===== config.mk =====
export PLATFORM = sky130hd
export DESIGN_NAME = rmhp_seq
export DESIGN_NICKNAME = d
export VERILOG_FILES = /design/src/hw/rtl/rmhp_pkg.sv /design/src/hw/rtl/rmhp_seq.sv
export SDC_FILE = /design/constraint.sdc
export NUM_CORES = 1
export LEC_CHECK = 0
export BUFFER_PORTS_ARGS = -buffer_cell sky130_fd_sc_hd__buf_2
export CAP_MARGIN = 40
export CORE_ASPECT_RATIO = 1.25
export CORE_MARGIN = 5
export CORE_UTILIZATION = 35
export DETAILED_ROUTE_END_ITERATION = 12
export REMOVE_ABC_BUFFERS = 1
export SYNTH_ARGS = -nofsm -noshare
export SYNTH_HDL_FRONTEND = slang
export SYNTH_SLANG_ARGS = --single-unit
export TNS_END_PERCENT = 30

===== constraint.sdc =====
create_clock -name clk -period 22.4 [get_ports clk]
set_input_delay 3.36 -clock clk [delete_from_list [all_inputs] [get_ports clk]]
set_output_delay 3.36 -clock clk [all_outputs]
set_load 0.01 [all_outputs]

===== src/hw/rtl/rmhp_pkg.sv =====
// Shared types and constants for the routing cost grid painter.
// No dependencies; every other file of the block but rmhp_checker imports this package.
`timescale 1ns / 1ps

package rmhp_pkg;

  localparam int DEF_MAX_COLS = 256;
  localparam int DEF_MAX_ROWS = 256;

  // Signed coordinate wide enough for 4095 + 255 rings and for -255.
  localparam int PW = 14;
  typedef logic signed [PW-1:0] coord_t;

  // Command codes.
  localparam logic [2:0] CMD_FILL = 3'd0;
  localparam logic [2:0] CMD_BOX  = 3'd1;
  localparam logic [2:0] CMD_VBR  = 3'd2;
  localparam logic [2:0] CMD_HBR  = 3'd3;
  localparam logic [2:0] CMD_READ = 3'd4;

  // Configuration register indexes.
  localparam logic [1:0] REG_GRID_COLS = 2'd0;
  localparam logic [1:0] REG_GRID_ROWS = 2'd1;
  localparam logic [1:0] REG_SLACK     = 2'd2;
  localparam logic [1:0] REG_HALO      = 2'd3;

  localparam logic [8:0] RST_GRID_COLS = 9'd256;
  localparam logic [8:0] RST_GRID_ROWS = 9'd256;
  localparam logic [3:0] RST_SLACK     = 4'd1;
  localparam logic [7:0] RST_HALO      = 8'd8;

  // Operation applied to every cell of a swept rectangle.
  typedef enum logic [1:0] {
    OP_WRITE = 2'd0,
    OP_LOWER = 2'd1,
    OP_READ  = 2'd2
  } op_t;

  typedef struct packed {
    logic       start;
    op_t        op;
    logic [7:0] val;
    coord_t     c_lo;
    coord_t     c_hi;
    coord_t     r_lo;
    coord_t     r_hi;
  } sweep_req_t;

  typedef struct packed {
    logic       done;
    logic [7:0] rdata;
  } sweep_rsp_t;

  typedef struct packed {
    logic       valid;
    logic [7:0] cell_value;
    logic       bad_command;
  } result_t;

endpackage


===== src/hw/rtl/rmhp_seq.sv =====
// Command sequencer: decodes one command and issues the chain of rectangle
// sweeps that carries it out. Depends on rmhp_pkg.
`timescale 1ns / 1ps

module rmhp_seq (
  input  logic                 clk,
  input  logic                 rst_n,
  input  logic                 in_valid,
  output logic                 in_ready,
  input  logic [2:0]           cmd,
  input  logic [7:0]           c1,
  input  logic [7:0]           r1,
  input  logic [7:0]           c2,
  input  logic [7:0]           r2,
  input  logic [7:0]           fv,
  input  rmhp_pkg::coord_t     nc,
  input  rmhp_pkg::coord_t     nr,
  input  logic [3:0]           slack,
  input  logic [7:0]           halo,
  output rmhp_pkg::sweep_req_t req,
  input  rmhp_pkg::sweep_rsp_t rsp,
  output rmhp_pkg::result_t    res,
  input  logic                 res_ready
);
  import rmhp_pkg::*;

  typedef enum logic [7:0] {
    Q_IDLE   = 8'b0000_0001,
    Q_FILL   = 8'b0000_0010,
    Q_CLEAR  = 8'b0000_0100,
    Q_RING   = 8'b0000_1000,
    Q_BCLEAR = 8'b0001_0000,
    Q_BSTEP  = 8'b0010_0000,
    Q_READ   = 8'b0100_0000,
    Q_RESP   = 8'b1000_0000
  } seq_state_t;

  seq_state_t q_r, q_nxt;
  logic       pend_r, pend_nxt;
  logic       box_r, box_nxt;
  logic [7:0] fillv_r, fillv_nxt;
  coord_t     x0_r, x0_nxt, y0_r, y0_nxt, x1_r, x1_nxt, y1_r, y1_nxt;
  logic [7:0] ring_r, ring_nxt;
  logic [1:0] seg_r, seg_nxt;
  logic       vert_r, vert_nxt, rev_r, rev_nxt;
  coord_t     a1_r, a1_nxt, a2_r, a2_nxt, lo_r, lo_nxt, hi_r, hi_nxt;
  logic [7:0] step_r, step_nxt;
  logic [7:0] val_r, val_nxt;
  logic       bad_r, bad_nxt;

  coord_t c1s, r1s, c2s, r2s, s, a, b1, b2, na, nb, na_r, nb_r;
  coord_t a1_i, a2_i, lo_i, hi_i, ri;
  coord_t a1_u, a2_u, lo_u, hi_u;
  logic   rev_i, vert_i, bad_i, working;

  assign c1s    = coord_t'(c1);
  assign r1s    = coord_t'(r1);
  assign c2s    = coord_t'(c2);
  assign r2s    = coord_t'(r2);
  assign s      = coord_t'(slack);
  assign vert_i = (cmd == CMD_VBR);
  assign a      = vert_i ? c1s : r1s;
  assign b1     = vert_i ? r1s : c1s;
  assign b2     = vert_i ? r2s : c2s;
  assign na     = vert_i ? nc : nr;
  assign nb     = vert_i ? nr : nc;
  assign rev_i  = b1 > b2;

  // Initial branch window, widened by the slack and clipped to the grid.
  always_comb begin
    a1_i = a - s;
    a2_i = a + s;
    lo_i = rev_i ? b2 - s : b1 - s;
    hi_i = rev_i ? b1 + s : b2 + s;
    if (a1_i < 0) a1_i = '0;
    if (a2_i >= na) a2_i = na - coord_t'(1);
    if (lo_i < 0) lo_i = '0;
    if (hi_i >= nb) hi_i = nb - coord_t'(1);
  end

  // One move of the branch window: cross axis widens, line axis slides.
  assign na_r = vert_r ? nc : nr;
  assign nb_r = vert_r ? nr : nc;
  always_comb begin
    a1_u = (a1_r > 0) ? a1_r - coord_t'(1) : a1_r;
    a2_u = (a2_r < na_r - coord_t'(1)) ? a2_r + coord_t'(1) : a2_r;
    if (rev_r) begin
      lo_u = (lo_r < nb_r - coord_t'(1)) ? lo_r + coord_t'(1) : lo_r;
      hi_u = (hi_r < nb_r - coord_t'(1)) ? hi_r + coord_t'(1) : hi_r;
    end else begin
      lo_u = (lo_r > 0) ? lo_r - coord_t'(1) : lo_r;
      hi_u = (hi_r > 0) ? hi_r - coord_t'(1) : hi_r;
    end
  end

  always_comb begin
    unique case (cmd)
      CMD_FILL: bad_i = 1'b0;
      CMD_BOX:  bad_i = (c1s >= nc) || (c2s >= nc) || (r1s >= nr) || (r2s >= nr);
      CMD_VBR:  bad_i = (c1s >= nc) || (r1s >= nr) || (r2s >= nr);
      CMD_HBR:  bad_i = (r1s >= nr) || (c1s >= nc) || (c2s >= nc);
      CMD_READ: bad_i = (c1s >= nc) || (r1s >= nr);
      default:  bad_i = 1'b1;
    endcase
  end

  assign in_ready = (q_r == Q_IDLE);
  assign working  = (q_r == Q_FILL) || (q_r == Q_CLEAR) || (q_r == Q_RING) ||
                    (q_r == Q_BCLEAR) || (q_r == Q_BSTEP) || (q_r == Q_READ);
  assign ri       = coord_t'(ring_r);

  // Rectangle handed to the sweep unit in each phase.
  always_comb begin
    req.start = working && !pend_r;
    req.op    = OP_WRITE;
    req.val   = '0;
    req.c_lo  = '0;
    req.c_hi  = '0;
    req.r_lo  = '0;
    req.r_hi  = '0;
    unique case (q_r)
      Q_FILL: begin
        req.val  = fillv_r;
        req.c_hi = nc - coord_t'(1);
        req.r_hi = nr - coord_t'(1);
      end
      Q_CLEAR: begin
        req.c_lo = x0_r;
        req.c_hi = x1_r;
        req.r_lo = y0_r;
        req.r_hi = y1_r;
      end
      Q_RING: begin
        req.val = ring_r;
        unique case (seg_r)
          2'd0: begin
            req.c_lo = x0_r - ri; req.c_hi = x0_r - ri;
            req.r_lo = y0_r - ri; req.r_hi = y1_r + ri;
          end
          2'd1: begin
            req.c_lo = x1_r + ri; req.c_hi = x1_r + ri;
            req.r_lo = y0_r - ri; req.r_hi = y1_r + ri;
          end
          2'd2: begin
            req.c_lo = x0_r - ri; req.c_hi = x1_r + ri;
            req.r_lo = y0_r - ri; req.r_hi = y0_r - ri;
          end
          default: begin
            req.c_lo = x0_r - ri; req.c_hi = x1_r + ri;
            req.r_lo = y1_r + ri; req.r_hi = y1_r + ri;
          end
        endcase
      end
      Q_BCLEAR, Q_BSTEP: begin
        if (q_r == Q_BSTEP) begin
          req.op  = OP_LOWER;
          req.val = step_r;
        end
        if (vert_r) begin
          req.c_lo = a1_r; req.c_hi = a2_r; req.r_lo = lo_r; req.r_hi = hi_r;
        end else begin
          req.c_lo = lo_r; req.c_hi = hi_r; req.r_lo = a1_r; req.r_hi = a2_r;
        end
      end
      Q_READ: begin
        req.op   = OP_READ;
        req.c_lo = x0_r; req.c_hi = x0_r;
        req.r_lo = y0_r; req.r_hi = y0_r;
      end
      default: ;
    endcase
  end

  always_comb begin
    q_nxt     = q_r;
    pend_nxt  = pend_r;
    box_nxt   = box_r;
    fillv_nxt = fillv_r;
    x0_nxt = x0_r; y0_nxt = y0_r; x1_nxt = x1_r; y1_nxt = y1_r;
    ring_nxt  = ring_r;
    seg_nxt   = seg_r;
    vert_nxt  = vert_r;
    rev_nxt   = rev_r;
    a1_nxt = a1_r; a2_nxt = a2_r; lo_nxt = lo_r; hi_nxt = hi_r;
    step_nxt  = step_r;
    val_nxt   = val_r;
    bad_nxt   = bad_r;
    if (req.start) pend_nxt = 1'b1;
    if (working && rsp.done) pend_nxt = 1'b0;

    unique case (q_r)
      Q_IDLE: begin
        if (in_valid) begin
          x0_nxt = c1s; y0_nxt = r1s; x1_nxt = c2s; y1_nxt = r2s;
          vert_nxt = vert_i; rev_nxt = rev_i;
          a1_nxt = a1_i; a2_nxt = a2_i; lo_nxt = lo_i; hi_nxt = hi_i;
          val_nxt = '0;
          bad_nxt = bad_i;
          box_nxt = (cmd == CMD_BOX);
          fillv_nxt = (cmd == CMD_BOX) ? halo : fv;
          if (bad_i) begin
            q_nxt = Q_RESP;
          end else begin
            unique case (cmd)
              CMD_FILL, CMD_BOX: q_nxt = Q_FILL;
              CMD_VBR, CMD_HBR:  q_nxt = Q_BCLEAR;
              default:           q_nxt = Q_READ;
            endcase
          end
        end
      end
      Q_FILL: if (rsp.done) q_nxt = box_r ? Q_CLEAR : Q_RESP;
      Q_CLEAR: begin
        if (rsp.done) begin
          ring_nxt = 8'd1;
          seg_nxt  = 2'd0;
          q_nxt    = (halo != 8'd0) ? Q_RING : Q_RESP;
        end
      end
      Q_RING: begin
        if (rsp.done) begin
          if (seg_r != 2'd3) begin
            seg_nxt = seg_r + 2'd1;
          end else if (ring_r == halo) begin
            q_nxt = Q_RESP;
          end else begin
            ring_nxt = ring_r + 8'd1;
            seg_nxt  = 2'd0;
          end
        end
      end
      Q_BCLEAR: begin
        if (rsp.done) begin
          if (halo > 8'd1) begin
            step_nxt = 8'd1;
            a1_nxt = a1_u; a2_nxt = a2_u; lo_nxt = lo_u; hi_nxt = hi_u;
            q_nxt = Q_BSTEP;
          end else begin
            q_nxt = Q_RESP;
          end
        end
      end
      Q_BSTEP: begin
        if (rsp.done) begin
          if (({1'b0, step_r} + 9'd1) < {1'b0, halo}) begin
            step_nxt = step_r + 8'd1;
            a1_nxt = a1_u; a2_nxt = a2_u; lo_nxt = lo_u; hi_nxt = hi_u;
          end else begin
            q_nxt = Q_RESP;
          end
        end
      end
      Q_READ: begin
        if (rsp.done) begin
          val_nxt = rsp.rdata;
          q_nxt   = Q_RESP;
        end
      end
      Q_RESP: if (res_ready) q_nxt = Q_IDLE;
      default: q_nxt = Q_IDLE;
    endcase
  end

  always_ff @(posedge clk) begin
    if (!rst_n) begin
      q_r    <= Q_IDLE;
      pend_r <= 1'b0;
    end else begin
      q_r    <= q_nxt;
      pend_r <= pend_nxt;
    end
  end

  always_ff @(posedge clk) begin
    box_r   <= box_nxt;
    fillv_r <= fillv_nxt;
    x0_r <= x0_nxt; y0_r <= y0_nxt; x1_r <= x1_nxt; y1_r <= y1_nxt;
    ring_r  <= ring_nxt;
    seg_r   <= seg_nxt;
    vert_r  <= vert_nxt;
    rev_r   <= rev_nxt;
    a1_r <= a1_nxt; a2_r <= a2_nxt; lo_r <= lo_nxt; hi_r <= hi_nxt;
    step_r  <= step_nxt;
    val_r   <= val_nxt;
    bad_r   <= bad_nxt;
  end

  assign res.valid       = (q_r == Q_RESP);
  assign res.cell_value  = val_r;
  assign res.bad_command = bad_r;

endmodule


# Yosys cells after proc, flatten, opt, wreduce, memory -nomap -nowiden
# Cells that the tools add are included.
# totals
register_bits	135
out_inout_bits	78
elab_cells	218
# op_classes
add_sub_neg	26
n_lt_le_gt_ge	17
eq_ne	31
n_mux	91
bitwise	1
reduce_logical	33
# ops
cell	count
$mux 14	37
$pmux 14 s3	6
$mux 8	29
$pmux 56 s3	1
$pmux 14 s5	2
$sub 14x2->14 const B	9
$pmux 8 s8	1
$ge 9x14->1	4
$mux 56	1
$pmux 8 s2	3
$add 14x2->14 const B	3
$gt 14x1->1 const B	3
$lt 14x14->1	3
$ge 10x14->1	2
$add 8x4->9	3
$sub 8x4->9	3
$pmux 8 s3	1
$ne 2x2->1 const B	11
$add 8x8->9	2
$mux 9	2
$sub 8x8->9	2
$add 8x1->8 const B	2
$lt 14x1->1 const B	1
$pmux 7 s2	1
other kinds (41)	67

# Depth between registers and ports, before layout
# Gate-level depths: netlist of the first run.
# logic_depth
ltp_word	8
depth_mapped	35
mapped_depth_nobuf	26

# Worst setup path before layout of the first run
# No wires, ideal clock.
# synth_timing
path_type	input-to-reg
start	input cmd[2]
end	register hi_r[0] (data pin)
arrival_time_ps	9917
required_time_ps	22132
slack_ps	12215
cell_stages	34
path_buffers	9
path_cell_list	buf_6 > or3b_1 > buf_6 > buf_12 > buf_8 > clkbuf_1 > buf_2 > mux2i_1 > inv_1 > ha_1 > o21ai_0 > a21oi_1 > o21ai_0 > a21oi_1 > clkbuf_1 > buf_1 > mux2i_1 > ha_1 > fa_1 > a21o_1 > a21oi_1 > nor3_1 > xnor2_1 > nor2_1 > a21oi_1 > ha_1 > nand2_1 > o21ai_0 > a211oi_1 > nor2_1 > o31ai_2 > buf_2 > mux2i_1 > mux2i_1
# synth_via
elab_chain_cells	8
word_cells_on_any_way	13
# synth_rtl
element	line_no	source
from (decl)	rmhp_seq.sv:10	input logic [2:0] cmd,
$eq 3x2->1 *	rmhp_seq.sv:61	assign vert_i = (cmd == CMD_VBR);
$mux 8, on equally long branches	rmhp_seq.sv:63, rmhp_seq.sv:64	
$gt 8x8->1 *	rmhp_seq.sv:67	assign rev_i = b1 > b2;
via rev_i	rmhp_seq.sv:54	logic rev_i, vert_i, bad_i, working;
$mux 9 *	rmhp_seq.sv:74	hi_i = rev_i ? b1 + s : b2 + s;
$ge 10x14->1	rmhp_seq.sv:78	if (hi_i >= nb) hi_i = nb - coord_t'(1);
$mux 14 *	rmhp_seq.sv:78	
$mux 14 *	rmhp_seq.sv:193	if (in_valid) begin
$pmux 14 s3 *	rmhp_seq.sv:191	unique case (q_r)
via hi_nxt[0]	rmhp_seq.sv:46	coord_t a1_r, a1_nxt, a2_r, a2_nxt, lo_r, lo_nxt, hi_r, hi_nxt;
to (signal assigned)	rmhp_seq.sv:282	a1_r <= a1_nxt; a2_r <= a2_nxt; lo_r <= lo_nxt; hi_r <= hi_nxt;
to (decl)	rmhp_seq.sv:46	
# The timed path passes the listed nets; every way through them passes the cells marked *. The select of a mux whose other input is x is not followed.
# A chain may end at the register's enable or synchronous reset.

# Worst setup path after layout of the first run
# layout_timing
start	input cmd[1]
end	register hi_r[6] (data pin)
# layout_via
elab_chain_cells	8
word_cells_on_any_way	13
# layout_rtl
element	line_no
$eq 3x2->1 *	rmhp_seq.sv:61
$mux 8, on equally long branches	rmhp_seq.sv:64, rmhp_seq.sv:63
$add 8x4->9 / $gt 8x8->1 (equally long branches)	rmhp_seq.sv:74, rmhp_seq.sv:67
$mux 9	rmhp_seq.sv:74
$ge 10x14->1	rmhp_seq.sv:78
$mux 14 *	rmhp_seq.sv:78
$mux 14 *	rmhp_seq.sv:193
$pmux 14 s3 *	rmhp_seq.sv:191
via hi_nxt[6]	rmhp_seq.sv:46
# Marked as above.

==> results of run 1 <==
==> stage by stage <==
| step | util | instances | area [um^2] | power (mW) |
|---|---|---|---|---|
| floorplan | - | 1808 | 15900 | 0.624 |
| global placement | 0.383 | 2585 | 17700 | 0.753 |
| detailed placement | 0.385 | 2592 | 17800 | 0.763 |
| CTS | 0.398 | 2622 | 18400 | 1.07 |
| global route | 0.398 | 2626 | 18400 | 1.13 |
| finish | 0.398 | 2627 | 18400 | 1.07 |
==> logic make-up after synthesis <==
logic type               after synthesis  share of synthesized area
buffers and inverters                188                     0.0476
AND/OR/NAND/NOR                      570                      0.169
multiplexers                         146                     0.0953
flip-flops                           135                      0.244
adder cells (fa/ha/maj)              202                      0.160
XOR/XNOR                             180                     0.0969
AO/OA/AOI/OAI                        473                      0.188
==> synthesized netlist by cell type, drive strengths merged (31+ instances only) <==
library cell / count
ha: 192
nand2: 156
nor2: 155
edfxtp: 126
a21oi: 125
mux2i: 119
o21ai: 117
xnor2: 108
inv: 101
xor2: 72
clkbuf: 59
nor3: 55
nand3: 48
a21o: 31
==> state kept, by name, summed over array words and instances, names as in the netlist, 14 cells and up <==
name / flops
a1_r: 14
a2_r: 14
hi_r: 14
lo_r: 14
==> area by class of cell <==
class	count	share of cell area
multi-input cells	1571	0.629
flip-flops and latches	135	0.216
repair buffers	199	0.0606
well taps	585	0.0398
clock buffers	17	0.0231
inverters	102	0.0210
clock inverters	13	0.00994
diodes	5	0.000681
==> power breakdown <==
part	switching (mW)	total [mW]	internal, mW	leakage, nW
clock	0.121	0.306	0.184	0.290
combinational	0.239	0.406	0.167	6.30
sequential	0.0467	0.359	0.313	1.29
total	0.407	1.07	0.663	7.87
==> layer usage <==
metal / vias to the layer above / part of all wire
li1: 7265 / -
met1: 7471 / 0.39
met2: 670 / 0.48
met3: 167 / 0.060
met4: 0 / 0.065
met5: - / 0
==> worst min-delay path by stage <==
stage | startpoint | to
CTS | q_r[5]$_SDFFE_PN0P_ | q_r[5]$_SDFFE_PN0P_
global route | q_r[5]$_SDFFE_PN0P_ | q_r[5]$_SDFFE_PN0P_
detailed placement | pend_r$_SDFFE_PP0P_ | pend_r$_SDFFE_PP0P_
finish | pend_r$_SDFFE_PP0P_ | pend_r$_SDFFE_PP0P_
floorplan | q_r[5]$_SDFFE_PN0P_ | q_r[5]$_SDFFE_PN0P_
global placement | q_r[5]$_SDFFE_PN0P_ | q_r[5]$_SDFFE_PN0P_
==> placed cells by master, fill, tap and decap left out, drive strengths merged, types with 24 or more instances in the layout <==
| master | count |
|---|---|
| a21o | 31 |
| a21oi | 125 |
| a22oi | 25 |
| buf | 198 |
| edfxtp | 126 |
| ha | 192 |
| inv | 101 |
| mux2 | 27 |
| mux2i | 119 |
| nand2 | 156 |
| nand3 | 48 |
| nor2 | 155 |
| nor2b | 27 |
| nor3 | 55 |
| o21ai | 117 |
| o22ai | 24 |
| xnor2 | 108 |
| xor2 | 72 |
==> metrics, run 1 <==
status finished clean; Syn Area/Cell around 8.6 um^2; drt initial violations 1333; setup TNS 0 ps; Reg2Reg Depth 19; CP max stage cell mux2i_2; clock root cell clkbuf_16; Ports about 170; Final Hold Viols 0; worst hold path type reg2reg; Worst Path Required around 23000 ps; # DRC 0; CP startpoint kind input port; Die Y around 250 um; VDD IR max around 0.000035 V; RR Startpoint vert_r$_DFFE_PP_; Layout Nets ~2300; ys flop type edfxtp_1; gpl congestion ~1; Slew HR 0.373; Pre-Repair DR Iteration Count 8; Max Fclk 98.9 MHz; dpl hpwl between 50000 and 60000 um; Crit path top cell by count a21oi_1; Final Setup Violations 0; CP bufs+invs 4; Via density between 5 and 6; Crit path arrival time 10290 ps; clock buffer count from CTS 17; clk sinks about 140; register area between 0.003 and 0.004 mm^2; CTS clk-pin slew, worst paths 60 ps; cell taking the most area after synthesis edfxtp_1; Max-cap violations 0; Post-Syn Area about 0.016 mm^2; initial antenna violation count 5; Final WS setup roughly 12000 ps; Critical Path Fanout Max between 50 and 60; Worst Setup SP cmd[1]; Tmin final between 10000 and 15000 ps; H-tree Lvls 4; Area contributors post-synth edfxtp_1 23%, ha_1 15%, mux2i_1 6.8%, xnor2_1 5.8%, xor2_1 3.9%; Final Cycle Share 0.451; met1 GRT Util 0.291; ys async rst share 0; DR vias 15600; All-Layer GR Usage 0.248; largest net degree at the start of global routing 64; Setup Crit Path Kind in2reg; minimum hold slack 501 ps; CP endpoint hi_r[6]$_DFFE_PP_; multi-input logic area 0.0116 mm^2; Die Wd 203 um; Post-CTS Hold Fix Bufs 0; GRT overflow 0; critical path depth 28; Most Crowded Layer GR met2; Synth Warn # 0; Clock Latency Late Sink around 470 ps; wire length per cell approximately 25 um; row cnt 88; Layout area overhead 12.9%; CP Capture Type flop; minimum setup slack among reg-to-reg paths 15980 ps; port bufs ~170; CTS Buffer Depth 2; share of cells above drive strength 1 0.142; Yosys cell types approximately 90; DIE AREA between 0.05 and 0.06 mm^2; CP top delay family compound AO/OA/AOI/OAI gates; leakage between 7 and 8 nW; power per cell area around 58 mW/mm^2; met3 Use GR 0.0431; Layout Skew 11.6 ps; Critical R2R Capture lo_r[1]$_DFFE_PP_; post-route ant nets 0; global-route wire length before repair approximately 96000 um; met2 Track Usage GR 0.426; Starting Density 0.353; Worst path max stage delay 660 ps; Hold Crit Depth 1; Syn Inst Count around 1900; clock tree from TritonCTS built; Post-synth EDFFs 126; Yosys top cell area share 0.232; pre-CTS setup slack around 12000 ps; Seq/Total Area, Yosys 0.244; core area approximately 0.046 mm^2; setup repair bufs after CTS 0; number of synthesized register bits between 100 and 150; unrepaired setup endpoints after global routing no; Slew Limit Fails 0; fill count 4667; Least-Margin Pin Slew ~940 ps; Routed Wire Length 64900 um; post_cts resized 0; vias in the first global route ~15000
No activity file was read; power rests on OpenSTA's default activity.
==> run 2, diff against run 1 <==
Clock period 22.4 ns to 8.61 ns, I/O delays scaled along.
==> run 2 against run 1 <==
  * Flip-flop and latch count did not move
  * First-iteration DRC count shrank 11%
  * Hold slack is essentially flat
  * Clock-buffer cell count stayed put
  * Clock power grew to 2.7 times the previous value
  * Sequential power rose to 2.6 times the previous value
  * Sequential share of layout area barely moved
  * Cell area barely moved
  * Global-route usage up 0.31 points
  * Utilization about the same
  * Power grew to 2.7 times the previous value
  * Via count grew 0.57%
==> metrics, run 2 (same netlist as run 1, synthesis figures left out) <==
P_sw 1.08 mW (+170%); Layout Nets 2326 (+0.086%); vias in the first global route 15600 (+0.89%); setup repair bufs after CTS 0 (unchanged); sw frac 0.382 (+0.00113); Via density 5.96 (+0.46%); clock root cell clkbuf_16; status finished clean; Routed Wire Length 66000 um (+1.8%); unrepaired setup endpoints after global routing no; leakage 7.89 nW (+0.18%); CTS clk-pin slew, worst paths 70 ps (about the same); Die Wd 203 um (unchanged); core area 0.0461 mm^2 (unchanged); Slew Limit Fails 0 (unchanged); All-Layer GR Usage 0.251 (+0.00312); Crit path arrival time 7650 ps (-2640 ps); commonest non-fill, non-tap cell in the layout ha_1; Ports 174 (unchanged); H-tree Lvls 4 (unchanged); most frequent cells in the layout 192 x ha_1, 174 x buf_2, 156 x nand2_1; CP Capture Type flop; Final Setup Violations 0 (unchanged); initial antenna violation count 7 (+2); power per cell area 155 mW/mm^2 (+170%); minimum hold slack 501 ps (+0.0220 ps); Clock Latency Late Sink 470 ps (about the same); Max-cap violations 0 (unchanged); Internal 1.76 mW (+160%); drt initial violations 1188 (-11%); Placed Instances 2594 (+0.077%); Layout Skew 12.2 ps (+0.613 ps); wire length per cell 25.1 um (+1.7%); Slew HR 0.389 (+0.0162); Least-Margin Pin Slew 916 ps (-21.3 ps); Worst path max stage delay 600 ps (-60 ps); Crit path top cell by count a21oi_1; gpl congestion 0.988 (+1.3%); clock buffer count from CTS 17 (unchanged); Worst Path Required 8790 ps (-13790 ps); clock power share 0.296 (+0.011); port bufs 173 (unchanged); DR vias 15700 (+0.57%); Setup Crit Path Kind in2reg; share of cells above drive strength 1 0.142 (-0.000209); Pre-Repair DR Iteration Count 7 (-1); VDD IR max 0.000113 V (+230%); CP max stage cell mux2i_2; Starting Density 0.353 (unchanged); GRT overflow 0 (unchanged); CTS Buffer Depth 2 (unchanged); dpl hpwl 53000 um (+1.1%); post_cts resized 0 (unchanged); Tmin final 7460 ps; Post-CTS Hold Fix Bufs 0 (unchanged); share of total power in combinational logic 0.376 (-0.003); fill count 4661 (-0.13%); Critical Path Fanout Max 22 (-61%); clock tree from TritonCTS built; # DRC 0 (unchanged); largest net degree at the start of global routing 53 (-17%); worst hold path type reg2reg; DIE AREA 0.0509 mm^2 (unchanged); Flop pwr share 0.329 (-0.007); clk sinks 135 (unchanged); post-route ant nets 0 (unchanged); Final Cycle Share 0.867; Final Hold Viols 0 (unchanged); Layout area overhead 12.9% (about the same); Die Y 251 um (unchanged); global-route wire length before repair 97800 um (+1.6%); Max Fclk 134 MHz; final non-filler cell total 2630 (+0.11%); CP startpoint kind input port; row cnt 88 (unchanged)
[run 2: cell types whose count changed in the layout (fill, tap and decap cells not counted), sizes merged]
cell           before  now
buf               198  201
bufinv              4    5
clkdlybuf4s18       1    0
clkinvlp            2    1
inv               101  102
[run 2: area by class of cell]
class,count,area [um^2],area share
antenna,5,12.5,0.000681
clock buffer,17,425,0.0231
clock inverter,14,205,0.0112
inverter,102,385,0.0210
multi-input combinational,1571,11600,0.629
sequential,135,3960,0.216
tap,585,732,0.0398
timing repair buffer,201,1090,0.0595
[run 2: per-layer routing]
layer  track usage  routed length, um  up-vias
li1              -                  -     7256
met1         0.292              25800     7570
met2         0.434              32100      660
met3        0.0372               4010      176
met4         0.153               4160        0
met5             0                  0        -
[run 2: final timing paths]
check	from	endpoint	slack [ps]	cells past startpoint
max	cmd[2]	hi_r[6]$_DFFE_PP_	1150	27
min	pend_r$_SDFFE_PP0P_	pend_r$_SDFFE_PP0P_	500	1
max reg2reg	vert_r$_DFFE_PP_	lo_r[2]$_DFFE_PP_	3780	14
min reg2reg	pend_r$_SDFFE_PP0P_	pend_r$_SDFFE_PP0P_	500	1
[run 2: critical path, delay by kind of cell]
family / cells / cell delay, ps
AOI/OAI and AO/OA: 11 / 2380
adders and majority gates: 4 / 1190
muxes: 3 / 1000
and+or+nand+nor: 5 / 910
buffers and inverters: 3 / 650
xor gates and xnor gates: 1 / 160
[run 2: power by group through the flow]
stage / Sequential [mW] / Combinational (mW) / Clock (mW)
after floorplan: 0.896 / 0.727 / 0
after global placement: 0.943 / 1.02 / 0
after detailed placement: 0.943 / 1.05 / 0
after CTS: 0.930 / 1.06 / 0.848
after global routing: 0.937 / 1.18 / 0.870
final: 0.933 / 1.07 / 0.840
[run 2: metrics by stage]
step                total power, mW   util  area, um^2  setup TNS [ps]  setup WS [ps]
floorplan                      1.62      -       15900          -12230           -939
global placement               1.96  0.383       17700               0            882
detailed placement             1.99  0.384       17700               0            825
CTS                            2.84  0.398       18400               0           1240
global route                   2.98  0.398       18400               0            740
finish                         2.84  0.398       18400               0           1150
